===== config.mk =====
export PLATFORM = sky130hd
export DESIGN_NAME = bounded_deque_engine_flat
export DESIGN_NICKNAME = d
export VERILOG_FILES = /design/src/design/bde_pkg.sv /design/src/design/bde_cmd_if.sv /design/src/design/bde_res_if.sv /design/src/design/bde_ram.sv /design/src/design/bde_ctrl.sv /design/src/design/bde_outq.sv /design/src/design/bounded_deque_engine.sv /design/src/flat_wrapper.sv
export VERILOG_INCLUDE_DIRS = /design/src /design/src/design
export SDC_FILE = /design/constraint.sdc
export NUM_CORES = 1
export LEC_CHECK = 0
export BUFFER_PORTS_ARGS = -buffer_cell sky130_fd_sc_hd__buf_2
export CORE_ASPECT_RATIO = 0.6
export CORE_MARGIN = 2
export CORE_UTILIZATION = 44
export DETAILED_ROUTE_END_ITERATION = 8
export GPL_TIMING_DRIVEN = 0
export PLACE_DENSITY_LB_ADDON = 0.15
export SYNTH_ARGS = -nofsm -noshare
export SYNTH_HDL_FRONTEND = slang
export SYNTH_SLANG_ARGS = --single-unit

===== constraint.sdc =====
create_clock -name clk -period 9.7 [get_ports clk]
set_input_delay 0.485 -clock clk [delete_from_list [all_inputs] [get_ports clk]]
set_output_delay 0.485 -clock clk [all_outputs]
set_load 0.02 [all_outputs]

===== src/design/bounded_deque_engine_macros.svh =====
// ----------------------------------------------------------------------------
// Assertion macros for the bounded deque engine
// Concurrent checks that can be compiled out with NO_ASSERTIONS.
// ----------------------------------------------------------------------------
`ifndef BOUNDED_DEQUE_ENGINE_MACROS_SVH
`define BOUNDED_DEQUE_ENGINE_MACROS_SVH

`ifndef NO_ASSERTIONS

`define BDE_ASSERT_IMPLY(label, clk, rst_n, ante, cons) \
	label: assert property (@(posedge clk) disable iff (!rst_n) (ante) |-> (cons)) \
		else $error("Implication check failed.");

`define BDE_ASSERT_NEVER(label, clk, rst_n, cond) \
	label: assert property (@(posedge clk) disable iff (!rst_n) !(cond)) \
		else $error("Forbidden condition observed.");

`else

`define BDE_ASSERT_IMPLY(label, clk, rst_n, ante, cons)

`define BDE_ASSERT_NEVER(label, clk, rst_n, cond)

`endif

`endif


===== src/design/bde_pkg.sv =====
// ----------------------------------------------------------------------------
// Bounded deque engine package
// Command and status codes, sequencer states and the beat tag type.
// ----------------------------------------------------------------------------
package bde_pkg;

	typedef enum logic [2:0] {
		CMD_PUSH_FRONT = 3'd0,
		CMD_POP_FRONT  = 3'd1,
		CMD_PUSH_BACK  = 3'd2,
		CMD_POP_BACK   = 3'd3,
		CMD_DUMP       = 3'd4
	} cmd_t;

	typedef enum logic [1:0] {
		ST_OK    = 2'd0,
		ST_EMPTY = 2'd1,
		ST_FULL  = 2'd2
	} status_t;

	typedef enum logic {
		SEQ_RUN,
		SEQ_DUMP
	} seq_state_t;

	typedef struct packed {
		logic    valid;
		status_t status;
		logic    has_word;
		logic    last;
	} bde_tag_t;

endpackage


===== src/design/bde_cmd_if.sv =====
// ----------------------------------------------------------------------------
// Command channel
// Carries one command and its push value per beat.
// ----------------------------------------------------------------------------
interface bde_cmd_if #(
	parameter int DATA_WIDTH = 32
);
	logic                         valid;
	logic                         ready;
	logic [2:0]                   command;
	logic signed [DATA_WIDTH-1:0] value;

	modport source (output valid, output command, output value, input ready);
	modport sink (input valid, input command, input value, output ready);
endinterface


===== src/design/bde_res_if.sv =====
// ----------------------------------------------------------------------------
// Result channel
// Carries status, word, occupancy count and the last flag per beat.
// ----------------------------------------------------------------------------
interface bde_res_if #(
	parameter int DATA_WIDTH = 32,
	parameter int COUNT_WIDTH = 5
);
	logic                         valid;
	logic                         ready;
	logic [1:0]                   status;
	logic signed [DATA_WIDTH-1:0] word;
	logic [COUNT_WIDTH-1:0]       count;
	logic                         last;

	modport source (output valid, output status, output word, output count, output last,
		input ready);
	modport sink (input valid, input status, input word, input count, input last,
		output ready);
endinterface


===== src/design/bde_ram.sv =====
// ----------------------------------------------------------------------------
// Deque store
// Single write port and single read port with registered read data.
// ----------------------------------------------------------------------------
module bde_ram #(
	parameter int DEPTH = 16,
	parameter int DATA_WIDTH = 32,
	localparam int PW = $clog2(DEPTH)
) (
	input  logic                         clk,
	input  logic                         we,
	input  logic [PW-1:0]                waddr,
	input  logic signed [DATA_WIDTH-1:0] wdata,
	input  logic                         re,
	input  logic [PW-1:0]                raddr,
	output logic signed [DATA_WIDTH-1:0] rdata
);

	logic signed [DATA_WIDTH-1:0] mem [DEPTH];
	logic signed [DATA_WIDTH-1:0] rdata_q;

	always_ff @(posedge clk) begin
		if (we) begin
			mem[waddr] <= wdata;
		end
		if (re) begin
			rdata_q <= mem[raddr];
		end
	end

	assign rdata = rdata_q;

endmodule


===== src/design/bde_ctrl.sv =====
// ----------------------------------------------------------------------------
// Deque controller
// Takes commands, keeps the front pointer and occupancy, drives the store
// and walks the store one entry per cycle for a dump while load_ready is high.
// ----------------------------------------------------------------------------
module bde_ctrl import bde_pkg::*; #(
	parameter int DEPTH = 16,
	parameter int DATA_WIDTH = 32,
	localparam int PW = $clog2(DEPTH),
	localparam int CW = $clog2(DEPTH + 1),
	localparam int SW = PW + 1
) (
	input  logic                         clk,
	input  logic                         arst_n,
	bde_cmd_if.sink                      cmd,
	input  logic                         load_ready,
	output bde_tag_t                     tag,
	output logic [CW-1:0]                tag_count,
	output logic                         we,
	output logic [PW-1:0]                waddr,
	output logic signed [DATA_WIDTH-1:0] wdata,
	output logic                         re,
	output logic [PW-1:0]                raddr
);

	seq_state_t    state_q, state_d;
	logic [PW-1:0] fp_q, fp_d;
	logic [CW-1:0] occ_q, occ_d;
	logic [PW-1:0] idx_q, idx_d;
	logic          accept;
	logic          full;
	logic          empty;
	logic          dump_last;
	logic [PW-1:0] fp_inc;
	logic [PW-1:0] fp_dec;
	logic [PW-1:0] back_pos;
	logic [PW-1:0] back_last;
	logic [PW-1:0] dump_pos;

	function automatic logic [PW-1:0] wrap_add(input logic [PW-1:0] base,
		input logic [CW-1:0] off);
		logic [SW-1:0] sum;
		sum = SW'(base) + SW'(off);
		if (sum >= SW'(DEPTH)) begin
			sum = sum - SW'(DEPTH);
		end
		return sum[PW-1:0];
	endfunction

	assign full      = (occ_q == CW'(DEPTH));
	assign empty     = (occ_q == '0);
	assign fp_inc    = (fp_q == PW'(DEPTH - 1)) ? '0 : fp_q + PW'(1);
	assign fp_dec    = (fp_q == '0) ? PW'(DEPTH - 1) : fp_q - PW'(1);
	assign back_pos  = wrap_add(fp_q, occ_q);
	assign back_last = wrap_add(fp_q, occ_q - CW'(1));
	assign dump_pos  = wrap_add(fp_q, CW'(idx_q));
	assign dump_last = (CW'(idx_q) == occ_q - CW'(1));

	assign cmd.ready = (state_q == SEQ_RUN) && load_ready;
	assign accept    = cmd.valid && cmd.ready;
	assign wdata     = cmd.value;

	always_ff @(posedge clk or negedge arst_n) begin
		if (!arst_n) begin
			state_q <= SEQ_RUN;
			fp_q    <= '0;
			occ_q   <= '0;
			idx_q   <= '0;
		end else begin
			state_q <= state_d;
			fp_q    <= fp_d;
			occ_q   <= occ_d;
			idx_q   <= idx_d;
		end
	end

	always_comb begin
		state_d = state_q;
		fp_d    = fp_q;
		occ_d   = occ_q;
		idx_d   = idx_q;
		we      = 1'b0;
		waddr   = '0;
		re      = 1'b0;
		raddr   = '0;
		tag     = '0;
		case (state_q)
			SEQ_RUN: begin
				if (accept) begin
					tag.valid  = 1'b1;
					tag.last   = 1'b1;
					tag.status = ST_OK;
					case (cmd.command)
						CMD_PUSH_FRONT: begin
							if (full) begin
								tag.status = ST_FULL;
							end else begin
								we    = 1'b1;
								waddr = fp_dec;
								fp_d  = fp_dec;
								occ_d = occ_q + CW'(1);
							end
						end
						CMD_POP_FRONT: begin
							if (empty) begin
								tag.status = ST_EMPTY;
							end else begin
								re           = 1'b1;
								raddr        = fp_q;
								tag.has_word = 1'b1;
								fp_d         = fp_inc;
								occ_d        = occ_q - CW'(1);
							end
						end
						CMD_PUSH_BACK: begin
							if (full) begin
								tag.status = ST_FULL;
							end else begin
								we    = 1'b1;
								waddr = back_pos;
								occ_d = occ_q + CW'(1);
							end
						end
						CMD_POP_BACK: begin
							if (empty) begin
								tag.status = ST_EMPTY;
							end else begin
								re           = 1'b1;
								raddr        = back_last;
								tag.has_word = 1'b1;
								occ_d        = occ_q - CW'(1);
							end
						end
						CMD_DUMP: begin
							if (empty) begin
								tag.status = ST_EMPTY;
							end else begin
								re           = 1'b1;
								raddr        = fp_q;
								tag.has_word = 1'b1;
								tag.last     = (occ_q == CW'(1));
								if (occ_q != CW'(1)) begin
									state_d = SEQ_DUMP;
									idx_d   = PW'(1);
								end
							end
						end
						default: begin
						end
					endcase
				end
			end
			SEQ_DUMP: begin
				if (load_ready) begin
					re           = 1'b1;
					raddr        = dump_pos;
					tag.valid    = 1'b1;
					tag.status   = ST_OK;
					tag.has_word = 1'b1;
					tag.last     = dump_last;
					idx_d        = idx_q + PW'(1);
					if (dump_last) begin
						state_d = SEQ_RUN;
					end
				end
			end
			default: begin
				state_d = SEQ_RUN;
			end
		endcase
		tag_count = occ_d;
	end

endmodule


===== src/design/bde_outq.sv =====
// ----------------------------------------------------------------------------
// Result stage
// Pairs each issued beat with the registered store read data and holds
// finished results in an output register.
// ----------------------------------------------------------------------------
module bde_outq import bde_pkg::*; #(
	parameter int DEPTH = 16,
	parameter int DATA_WIDTH = 32,
	localparam int CW = $clog2(DEPTH + 1)
) (
	input  logic                         clk,
	input  logic                         arst_n,
	input  bde_tag_t                     tag,
	input  logic [CW-1:0]                tag_count,
	input  logic signed [DATA_WIDTH-1:0] rdata,
	output logic                         load_ready,
	bde_res_if.source                    res
);

	logic                         valid_s1;
	status_t                      status_s1;
	logic                         has_word_s1;
	logic                         last_s1;
	logic [CW-1:0]                count_s1;
	logic                         out_valid_q;
	status_t                      status_q;
	logic signed [DATA_WIDTH-1:0] word_q;
	logic [CW-1:0]                count_q;
	logic                         last_q;
	logic                         out_free;
	logic                         adv;

	assign out_free   = !out_valid_q || res.ready;
	assign adv        = valid_s1 && out_free;
	assign load_ready = !valid_s1 || out_free;

	always_ff @(posedge clk or negedge arst_n) begin
		if (!arst_n) begin
			valid_s1    <= 1'b0;
			out_valid_q <= 1'b0;
		end else begin
			if (load_ready) begin
				valid_s1 <= tag.valid;
			end
			if (out_free) begin
				out_valid_q <= valid_s1;
			end
		end
	end

	always_ff @(posedge clk) begin
		if (tag.valid && load_ready) begin
			status_s1   <= tag.status;
			has_word_s1 <= tag.has_word;
			last_s1     <= tag.last;
			count_s1    <= tag_count;
		end
		if (adv) begin
			status_q <= status_s1;
			word_q   <= has_word_s1 ? rdata : '0;
			count_q  <= count_s1;
			last_q   <= last_s1;
		end
	end

	assign res.valid  = out_valid_q;
	assign res.status = status_q;
	assign res.word   = word_q;
	assign res.count  = count_q;
	assign res.last   = last_q;

endmodule


===== src/design/bounded_deque_engine.sv =====
// ----------------------------------------------------------------------------
// Bounded deque engine
// A push or pop result beat passes through the s1 register and the output register
// of the result stage; one push or pop can be accepted every cycle while the
// result stage can load. A dump reads stored words one by one via the single
// store read port; no command is accepted until its final word has been read.
// Reset clears the front pointer, the count and all valid flags; the store
// contents are not reset and are only read after being written.
// ----------------------------------------------------------------------------
`include "bounded_deque_engine_macros.svh"

module bounded_deque_engine import bde_pkg::*; #(
	parameter int DEPTH = 16,
	parameter int DATA_WIDTH = 32
) (
	input  logic      clk,
	input  logic      arst_n,
	bde_cmd_if.sink   cmd,
	bde_res_if.source res
);

	localparam int PW = $clog2(DEPTH);
	localparam int CW = $clog2(DEPTH + 1);

	bde_tag_t                     tag;
	logic [CW-1:0]                tag_count;
	logic                         load_ready;
	logic                         ram_we;
	logic [PW-1:0]                ram_waddr;
	logic signed [DATA_WIDTH-1:0] ram_wdata;
	logic                         ram_re;
	logic [PW-1:0]                ram_raddr;
	logic signed [DATA_WIDTH-1:0] ram_rdata;

	bde_ctrl #(
		.DEPTH(DEPTH),
		.DATA_WIDTH(DATA_WIDTH)
	) u_ctrl (
		.clk(clk),
		.arst_n(arst_n),
		.cmd(cmd),
		.load_ready(load_ready),
		.tag(tag),
		.tag_count(tag_count),
		.we(ram_we),
		.waddr(ram_waddr),
		.wdata(ram_wdata),
		.re(ram_re),
		.raddr(ram_raddr)
	);

	bde_ram #(
		.DEPTH(DEPTH),
		.DATA_WIDTH(DATA_WIDTH)
	) u_ram (
		.clk(clk),
		.we(ram_we),
		.waddr(ram_waddr),
		.wdata(ram_wdata),
		.re(ram_re),
		.raddr(ram_raddr),
		.rdata(ram_rdata)
	);

	bde_outq #(
		.DEPTH(DEPTH),
		.DATA_WIDTH(DATA_WIDTH)
	) u_outq (
		.clk(clk),
		.arst_n(arst_n),
		.tag(tag),
		.tag_count(tag_count),
		.rdata(ram_rdata),
		.load_ready(load_ready),
		.res(res)
	);

	`BDE_ASSERT_NEVER(a_no_read_write_clash, clk, arst_n, ram_we && ram_re)
	`BDE_ASSERT_IMPLY(a_accept_issues_beat, clk, arst_n, cmd.valid && cmd.ready, tag.valid)
	`BDE_ASSERT_IMPLY(a_read_has_beat, clk, arst_n, ram_re, tag.valid && tag.has_word && load_ready)

endmodule

===== src/flat_wrapper.sv =====
// flat-port wrapper written by rule: the top's interface ports become plain ports
module bounded_deque_engine_flat import bde_pkg::*;
#(
	parameter int DEPTH = 16,
	parameter int DATA_WIDTH = 32
)
  (clk, arst_n, cmd_valid, cmd_command, cmd_value, cmd_ready, res_valid, res_status, res_word, res_count, res_last, res_ready);
  bde_cmd_if #(.DATA_WIDTH(DATA_WIDTH)) cmd_i ();
  bde_res_if #(.DATA_WIDTH(DATA_WIDTH)) res_i ();
  input  logic clk;
  input  logic arst_n;
  input wire logic [$bits(cmd_i.valid)-1:0] cmd_valid;
  input wire logic [$bits(cmd_i.command)-1:0] cmd_command;
  input wire logic [$bits(cmd_i.value)-1:0] cmd_value;
  output wire logic [$bits(cmd_i.ready)-1:0] cmd_ready;
  output wire logic [$bits(res_i.valid)-1:0] res_valid;
  output wire logic [$bits(res_i.status)-1:0] res_status;
  output wire logic [$bits(res_i.word)-1:0] res_word;
  output wire logic [$bits(res_i.count)-1:0] res_count;
  output wire logic [$bits(res_i.last)-1:0] res_last;
  input wire logic [$bits(res_i.ready)-1:0] res_ready;
  assign cmd_i.valid = cmd_valid;
  assign cmd_i.command = cmd_command;
  assign cmd_i.value = cmd_value;
  assign cmd_ready = cmd_i.ready;
  assign res_valid = res_i.valid;
  assign res_status = res_i.status;
  assign res_word = res_i.word;
  assign res_count = res_i.count;
  assign res_last = res_i.last;
  assign res_i.ready = res_ready;
  bounded_deque_engine #(.DEPTH(DEPTH), .DATA_WIDTH(DATA_WIDTH)) u_core (.clk(clk), .arst_n(arst_n), .cmd(cmd_i), .res(res_i));
endmodule

==> run metrics, run 1 <==
Post-Syn Instances=1656; mux contribution to synthesized area=0%; Max Cap Viol=0; largest net degree at the start of global routing=23; crit path time final=4.68 ns; share of layout cells above drive strength 1=14.6%; async set-reset flop share out of synthesis=2.63%; met3 wire len=6.05 mm; peak fanout along the critical path=10; reg-to-reg slack, setup=5.02 ns; share of the synthesized area in the top cell type=74.1%; post-layout worst setup margin=5.02 ns; Ports=81; WL met1=30.9 mm; starting density of the core=44.4%; vias in the first global route=14200; Met2 Routed Length=27.7 mm; Synth Area in XOR/XNOR=0.796%; first-pass GRT wire length=96.1 mm; number of synthesized register bits=609; Power Total=8.20 mW; number of flops mapped to enable cells by yosys=593; worst-path cell chain=inv_1 > ha_1 > clkbuf_1 > xor2_1 > ha_1 > a21oi_1 > xnor2_1 > o31ai_1 > o21ai_1 > clkbuf_1 > a221oi_1 > or4_1; maximum VDD drop=177 uV; CP Capture Type=register; Die Ht=185 um; row cnt=66; initial antenna violation count=1; DRT Wirelength=66.0 mm; outcome=complete, no violations; Wirelength per Cell=25.7 um; Mapped Area=0.0240 mm^2; Netlist cell types=53; Synth Area in Adders=1.08%; max layer used=met5; most frequent cells after synthesis=593 x edfxtp_1, 286 x nand2_1, 267 x a21oi_1; Reg area=0.0182 mm^2; CP peak stage delay=0.79 ns; CTS tree=yes; hpwl dp=43.8 mm; Seq/Total Area, Yosys=75.7%; drt first pass iters=5; fin util=51.0%; Core Footprint=0.0541 mm^2; unrepaired setup endpoints after global routing=false; Final Slew Violations=0; Cell Area, Placed=0.0259 mm^2; Clk Tree Root Cell=clkbuf_16; area of the multi-input gates=0.00537 mm^2; top cells by area, synth=edfxtp_1 74%, a21oi_1 5.6%, a221oi_1 4.7%; IO buf count=79; clock latency on the worst-skew pair=0.62 ns; Mean Syn Cell Area=14.5 um^2; Compound-Gate Fraction of Synth Area=11.7%; clk sink count=609; Max transition margin=33.1%; Syn Nets=1714; post-detailed-route count of antenna-violating nets=0; Hold WS=0.143 ns; GR Overflow Total=0; die footprint=0.0566 mm^2; Worst EP required=10.03 ns; chip width=306 um; RD Place Congestion=0.867; Finished Layout Cells=2569; number of nets in the layout=1870; Crit path arrival time=5.00 ns; # DRC=0; largest family of logic cells by synthesized area=compound AO/OA/AOI/OAI gates; count leader, synth=edfxtp_1; ys flop type=edfxtp_1; pre-CTS WS=5.14 ns; DRT iter0 DRCs=1788; CP max-delay cell=o21ai_1; vias per inst=5.89; part of the cycle the worst path needs=48.2%; Setup CP Type=register to register; FILL cells=4564; Setup crit start kind=register; Cell Pwr Density=298 mW/mm^2; Tot GR Track Use=23.4%; clk_skew=0.0245 ns; dpl cells=2468; design area=0.0276 mm^2; CTS HTree Levels=2; via count=15100; Post-CTS Setup Inserts=0; Least-Margin Pin Slew=0.997 ns; worst min path class=input port to register; clk slew on worst S/H paths=0.06 ns; TNS Setup=0 ns; TritonCTS Buffers=55; final setup fails=0; Max Clock Freq=214 MHz; synth warn=0; Area growth syn-to-layout=14.7%; Hold Vio Cnt, Final=0; CTS Buffer Depth=3; dominant cell type by area after synthesis=edfxtp_1; P_leak=8.87 nW; simple-gate area share of the yosys netlist=8.16%
## routing by layer
layer,GRT usage [%],up-vias
met2,33.3,642
li1,-,6697
met3,4.81,81
met4,5.28,2
met1,36.6,7705
met5,0.775,-
## power by group
part / switching [mW] / internal, mW
Sequential: 0.106 / 3.19
Clock: 0.958 / 1.12
Combinational: 1.99 / 0.837
Total: 3.05 / 5.15
## placed cells by master, fill, tap and decap left out, types with 10 or more instances in the layout
cell	count
a21oi_1	267
a221oi_1	128
and2_1	36
buf_12	13
buf_2	149
clkbuf_1	40
clkbuf_16	55
clkinv_1	19
dfrtp_1	16
edfxtp_1	593
ha_1	16
inv_1	11
nand2_1	286
nand3_1	10
nor2_1	17
nor2_4	16
o21ai_0	24
or4_1	33
xor2_1	11
## cells by family (layout without fill, tap and decap cells)
logic type                 after synthesis  count (layout)
DFF                                    609             609
other                                    0               1
and+or+nand+nor                        435             435
adders and majority gates               19              19
xor gates and xnor gates                21              21
AOI/OAI and AO/OA                      451             451
buffers and inverters                  121             319
## layout make-up
| class | instances | share of cell area (%) |
|---|---|---|
| sequential | 609 | 66.0 |
| multi-input combinational | 926 | 19.5 |
| clock buffer | 66 | 5.14 |
| tap | 714 | 3.24 |
| timing repair buffer | 99 | 3.01 |
| buffer | 110 | 2.02 |
| clock inverter | 33 | 0.912 |
| inverter | 11 | 0.150 |
| antenna | 1 | 0.00908 |
## final timing paths
check,startpoint,to,cells past startpoint
setup / recovery,u_core.u_ctrl.occ_q[0],u_core.u_ram.rdata[21],12
hold / removal,cmd_valid,u_core.u_outq.valid_s1,2
setup reg to reg,u_core.u_ctrl.occ_q[0],u_core.u_ram.rdata[21],12
hold reg to reg,u_core.u_outq.count_s1[0],u_core.u_outq.res.count[0],0
max in group asynchronous,arst_n,u_core.u_ctrl.fp_q[2],2
min in group asynchronous,arst_n,u_core.u_outq.valid_s1,2
## state kept, by name, summed over array words and instances (netlist names), 2 cells and up
signal,cells
u_core.u_outq.status_s1,2
u_core.u_outq.res.status,2
u_core.u_ctrl.idx_q,4
u_core.u_ram.rdata,32
u_core.u_ram.mem,512
u_core.u_outq.res.word,32
u_core.u_outq.count_s1,5
u_core.u_ctrl.occ_q,5
u_core.u_outq.res.count,5
u_core.u_ctrl.fp_q,4
## what timing repair did
action,4_1_cts,5_1_grt
resized for setup,0,0
hold endpoints to repair,16,0
hold buffers,1,0
## worst max-delay path, delay by kind of cell (launching register included)
family / cells / cell delay, ns
flops: 1 / 0.49
simple gates: 1 / 0.52
fa+ha+maj: 2 / 0.54
compound gates: 4 / 1.15
buf+inv: 3 / 1.26
xor+xnor: 2 / 0.43
(Power assumes the default switching activity.)
==> inputs of run 2 (changes only) <==
--- a/config.mk
+++ b/config.mk
@@ -6,6 +6,7 @@
 export SDC_FILE = /design/constraint.sdc
 export NUM_CORES = 1
 export LEC_CHECK = 0
+export ABC_AREA = 1
 export BUFFER_PORTS_ARGS = -buffer_cell sky130_fd_sc_hd__buf_2
 export CORE_ASPECT_RATIO = 0.6
 export CORE_MARGIN = 2
==> constraint.sdc (replaced) <==
create_clock -name clk -period 3.95 [get_ports clk]
set_input_delay 0.1975 -clock clk [delete_from_list [all_inputs] [get_ports clk]]
set_output_delay 0.1975 -clock clk [all_outputs]
set_load 0.02 [all_outputs]
==> run 2 against run 1 <==
Final cell count rose by 34%. Critical path depth grew 2. Via count up 24%. Largest cell class unchanged. Flip-flop and latch count did not move. Synthesized cell count rose by 48%. Critical endpoint is now u_core.u_ram.rdata[0].
==> run metrics, run 2 <==
FILL cells=5292; dpl cells=3323; Most flops, register=u_core.u_ram.mem; CP peak stage delay=0.53 ns; P_leak=12.6 nW; WHS Endpoint=u_core.u_ram.mem[15][20]; CTS HTree Levels=2; Setup crit start kind=register; Seq/Total Area, Yosys=68.7%; RD Place Congestion=0.865; DRT Wirelength=80.9 mm; Mean Syn Cell Area=10.9 um^2; Power Total=24.0 mW; Switch Pwr=10.3 mW; Post-CTS Setup Inserts=0; worst min path class=input port to register; Tot GR Track Use=25.8%; outcome=complete, no violations; row cnt=69; first-pass GRT wire length=117 mm; Max transition margin=37.5%; most used routing layer=met1; synth warn=0; drt first pass iters=5; reg-to-reg slack, setup=0.21 ns; post-detailed-route count of antenna-violating nets=0; Finished Layout Cells=3451; Seq pwr share=34.5%; Least-Margin Pin Slew=0.931 ns; Setup CP Type=register to register; count leader, synth=nand2_1; Worst EP required=4.41 ns; clk_skew=0.0214 ns; Max Clock Freq=267 MHz; final setup fails=0; ANT cells=0; async set-reset flop share out of synthesis=2.63%; Area growth syn-to-layout=14.6%; worst-path cell chain=inv_1 > ha_1 > fa_1 > inv_1 > nand2_1 > nand2_1 > nand2_1 > o21ai_1 > buf_2 > buf_2 > nand2_1 > nand3_1 > nand3_1 > nand2_1; share of the synthesized area in the top cell type=67.1%; area of the multi-input gates=0.00649 mm^2; clk slew on worst S/H paths=0.07 ns; vias per inst=5.45; Core Footprint=0.0594 mm^2; hold_sp=cmd_value[20]; peak fanout along the critical path=10; GR Overflow Total=0; number of synthesized register bits=609; CP max-delay cell=dfrtp_1; Syn Nets=2502; Mapped Area=0.0265 mm^2; maximum VDD drop=411 uV; Ports=81; simple-gate area share of the yosys netlist=21.4%; TritonCTS Buffers=57; vias in the first global route=17800; ys flop type=edfxtp_1; # DRC=0; most frequent CP cell=nand2_1; Die Ht=194 um; commonest cells after routing, fill and taps aside=636 x nand2_1, 602 x nand3_1, 593 x edfxtp_1; RR Endpoint=u_core.u_ram.rdata[0]; Wirelength per Cell=23.4 um; number of flops mapped to enable cells by yosys=593; top cells by area, synth=edfxtp_1 67%, nand3_1 11%, nand2_1 9.0%; M3 GR Usage=7.82%; max reg flops=512; grt met1 use=39.2%; starting density of the core=44.6%; design area=0.0304 mm^2; Clk pwr share=21.8%; Sw Share=43.0%; worst reg2reg startpoint=u_core.u_ctrl.occ_q[0]; Cell Area, Placed=0.0284 mm^2; Reg area=0.0182 mm^2; die footprint=0.0623 mm^2; Netlist cell types=33; largest family of logic cells by synthesized area=simple AND/OR/NAND/NOR gates; number of nets in the layout=2683; Compound-Gate Fraction of Synth Area=0.995%; CTS Buffer Depth=3; chip width=321 um; R2R cell count=14; Post-Syn Instances=2444; part of the cycle the worst path needs=94.8%; crit path time final=3.74 ns; commonest non-fill, non-tap cell in the layout=nand2_1; CP Capture Type=register; CTS tree=yes; Synth Area in Adders=0.981%; most frequent cells after synthesis=636 x nand2_1, 602 x nand3_1, 593 x edfxtp_1; initial antenna violation count=2; Final Slew Violations=0; Synth Area in XOR/XNOR=0.528%; Crit path arrival time=4.20 ns; clock latency on the worst-skew pair=0.62 ns; met2 GRT Util=36.2%; Max Cap Viol=0; IO buf count=80; mux contribution to synthesized area=0%; hold path cells=1; via count=18800; cell-internal power=13.7 mW; unrepaired setup endpoints after global routing=false; TNS Setup=0 ns; Clk Tree Root Cell=clkbuf_16; DRT iter0 DRCs=2329; share of layout cells above drive strength 1=12.8%; clk sink count=609; largest net degree at the start of global routing=24; hpwl dp=54.2 mm; Worst Setup SP=u_core.u_ctrl.occ_q[0]; Comb pwr share=43.7%; dominant cell type by area after synthesis=edfxtp_1; Hold Vio Cnt, Final=0; Cell Pwr Density=789 mW/mm^2
run 2: cell types whose count changed in the layout (fill, tap and decap cells not counted), moves of 33 or more:
cell      previous run  this run
a221oi_1           128         0
nand3_1             10       602
and2_1              36         0
or4_1               33         0
a21oi_1            267        12
buf_2              149       193
nand2_1            286       636
inv_1               11       327
run 2: cell type report:
cell class	count	share of cell area [%]
sequential	609	59.9
clock buffer	74	5.11
inverter	330	4.08
timing repair buffer	122	3.39
tap	781	3.22
multi-input combinational	1368	21.3
clock inverter	30	0.543
buffer	137	2.42
run 2: power groups by stage:
stage / Clock, mW / Sequential [mW] / Combinational, mW
floorplan: 0 / 8.60 / 5.88
global placement: 0 / 8.45 / 9.97
detailed placement: 0 / 8.40 / 10.2
CTS: 5.29 / 8.27 / 10.3
global route: 5.55 / 8.32 / 11.3
finish: 5.23 / 8.27 / 10.5
run 2: routing by layer:
metal / vias up / part of all wire, %
met3: 109 / 12
met1: 9102 / 45
met2: 979 / 41
met4: 2 / 2.1
met5: - / 0.0087
li1: 8600 / -
run 2: kinds of logic (layout without fill, tap and decap cells):
| group | after synthesis | count (layout) |
|---|---|---|
| compound gates | 48 | 48 |
| xor+xnor | 16 | 16 |
| fa+ha+maj | 19 | 19 |
| buf+inv | 467 | 693 |
| flops | 609 | 609 |
| simple gates | 1285 | 1285 |
run 2: how the worst max path moves through the flow:
stage / endpoint / slack, ns / cells after the start
after CTS: u_core.u_ram.rdata[15] / 0.09 / 14
after detailed placement: u_core.u_ram.rdata[15] / 0.11 / 14
final: u_core.u_ram.rdata[0] / 0.21 / 14
after floorplan: u_core.u_ram.rdata[0] / 0.18 / 5
after global placement: u_core.u_ram.rdata[16] / -2.73 / 5
after global routing: u_core.u_ram.rdata[22] / 0.04 / 14
run 2: critical path: cells and delay by family, from the launching register on:
family / cells / cell delay, ns
compound gates: 1 / 0.27
fa+ha+maj: 2 / 0.88
buf+inv: 4 / 1.23
flops: 1 / 0.53
simple gates: 7 / 0.68
run 2: through the flow:
step / hold WS, ns / util [%] / setup WS (ns)
floorplan: -0.0981 / - / 0.182
global placement: 0.157 / 47.0 / -2.73
detailed placement: 0.167 / 47.9 / 0.105
CTS: 0.00173 / 51.1 / 0.0876
global route: 0.0104 / 51.2 / 0.0415
finish: 0.0109 / 51.2 / 0.207
run 2: repair_timing:
item | in CTS | in global routing
endpoints found under the hold margin | 279 | 7
gates resized for setup | 0 | 1
hold buffers | 23 | 1
endpoints found under the setup margin | 0 | 13
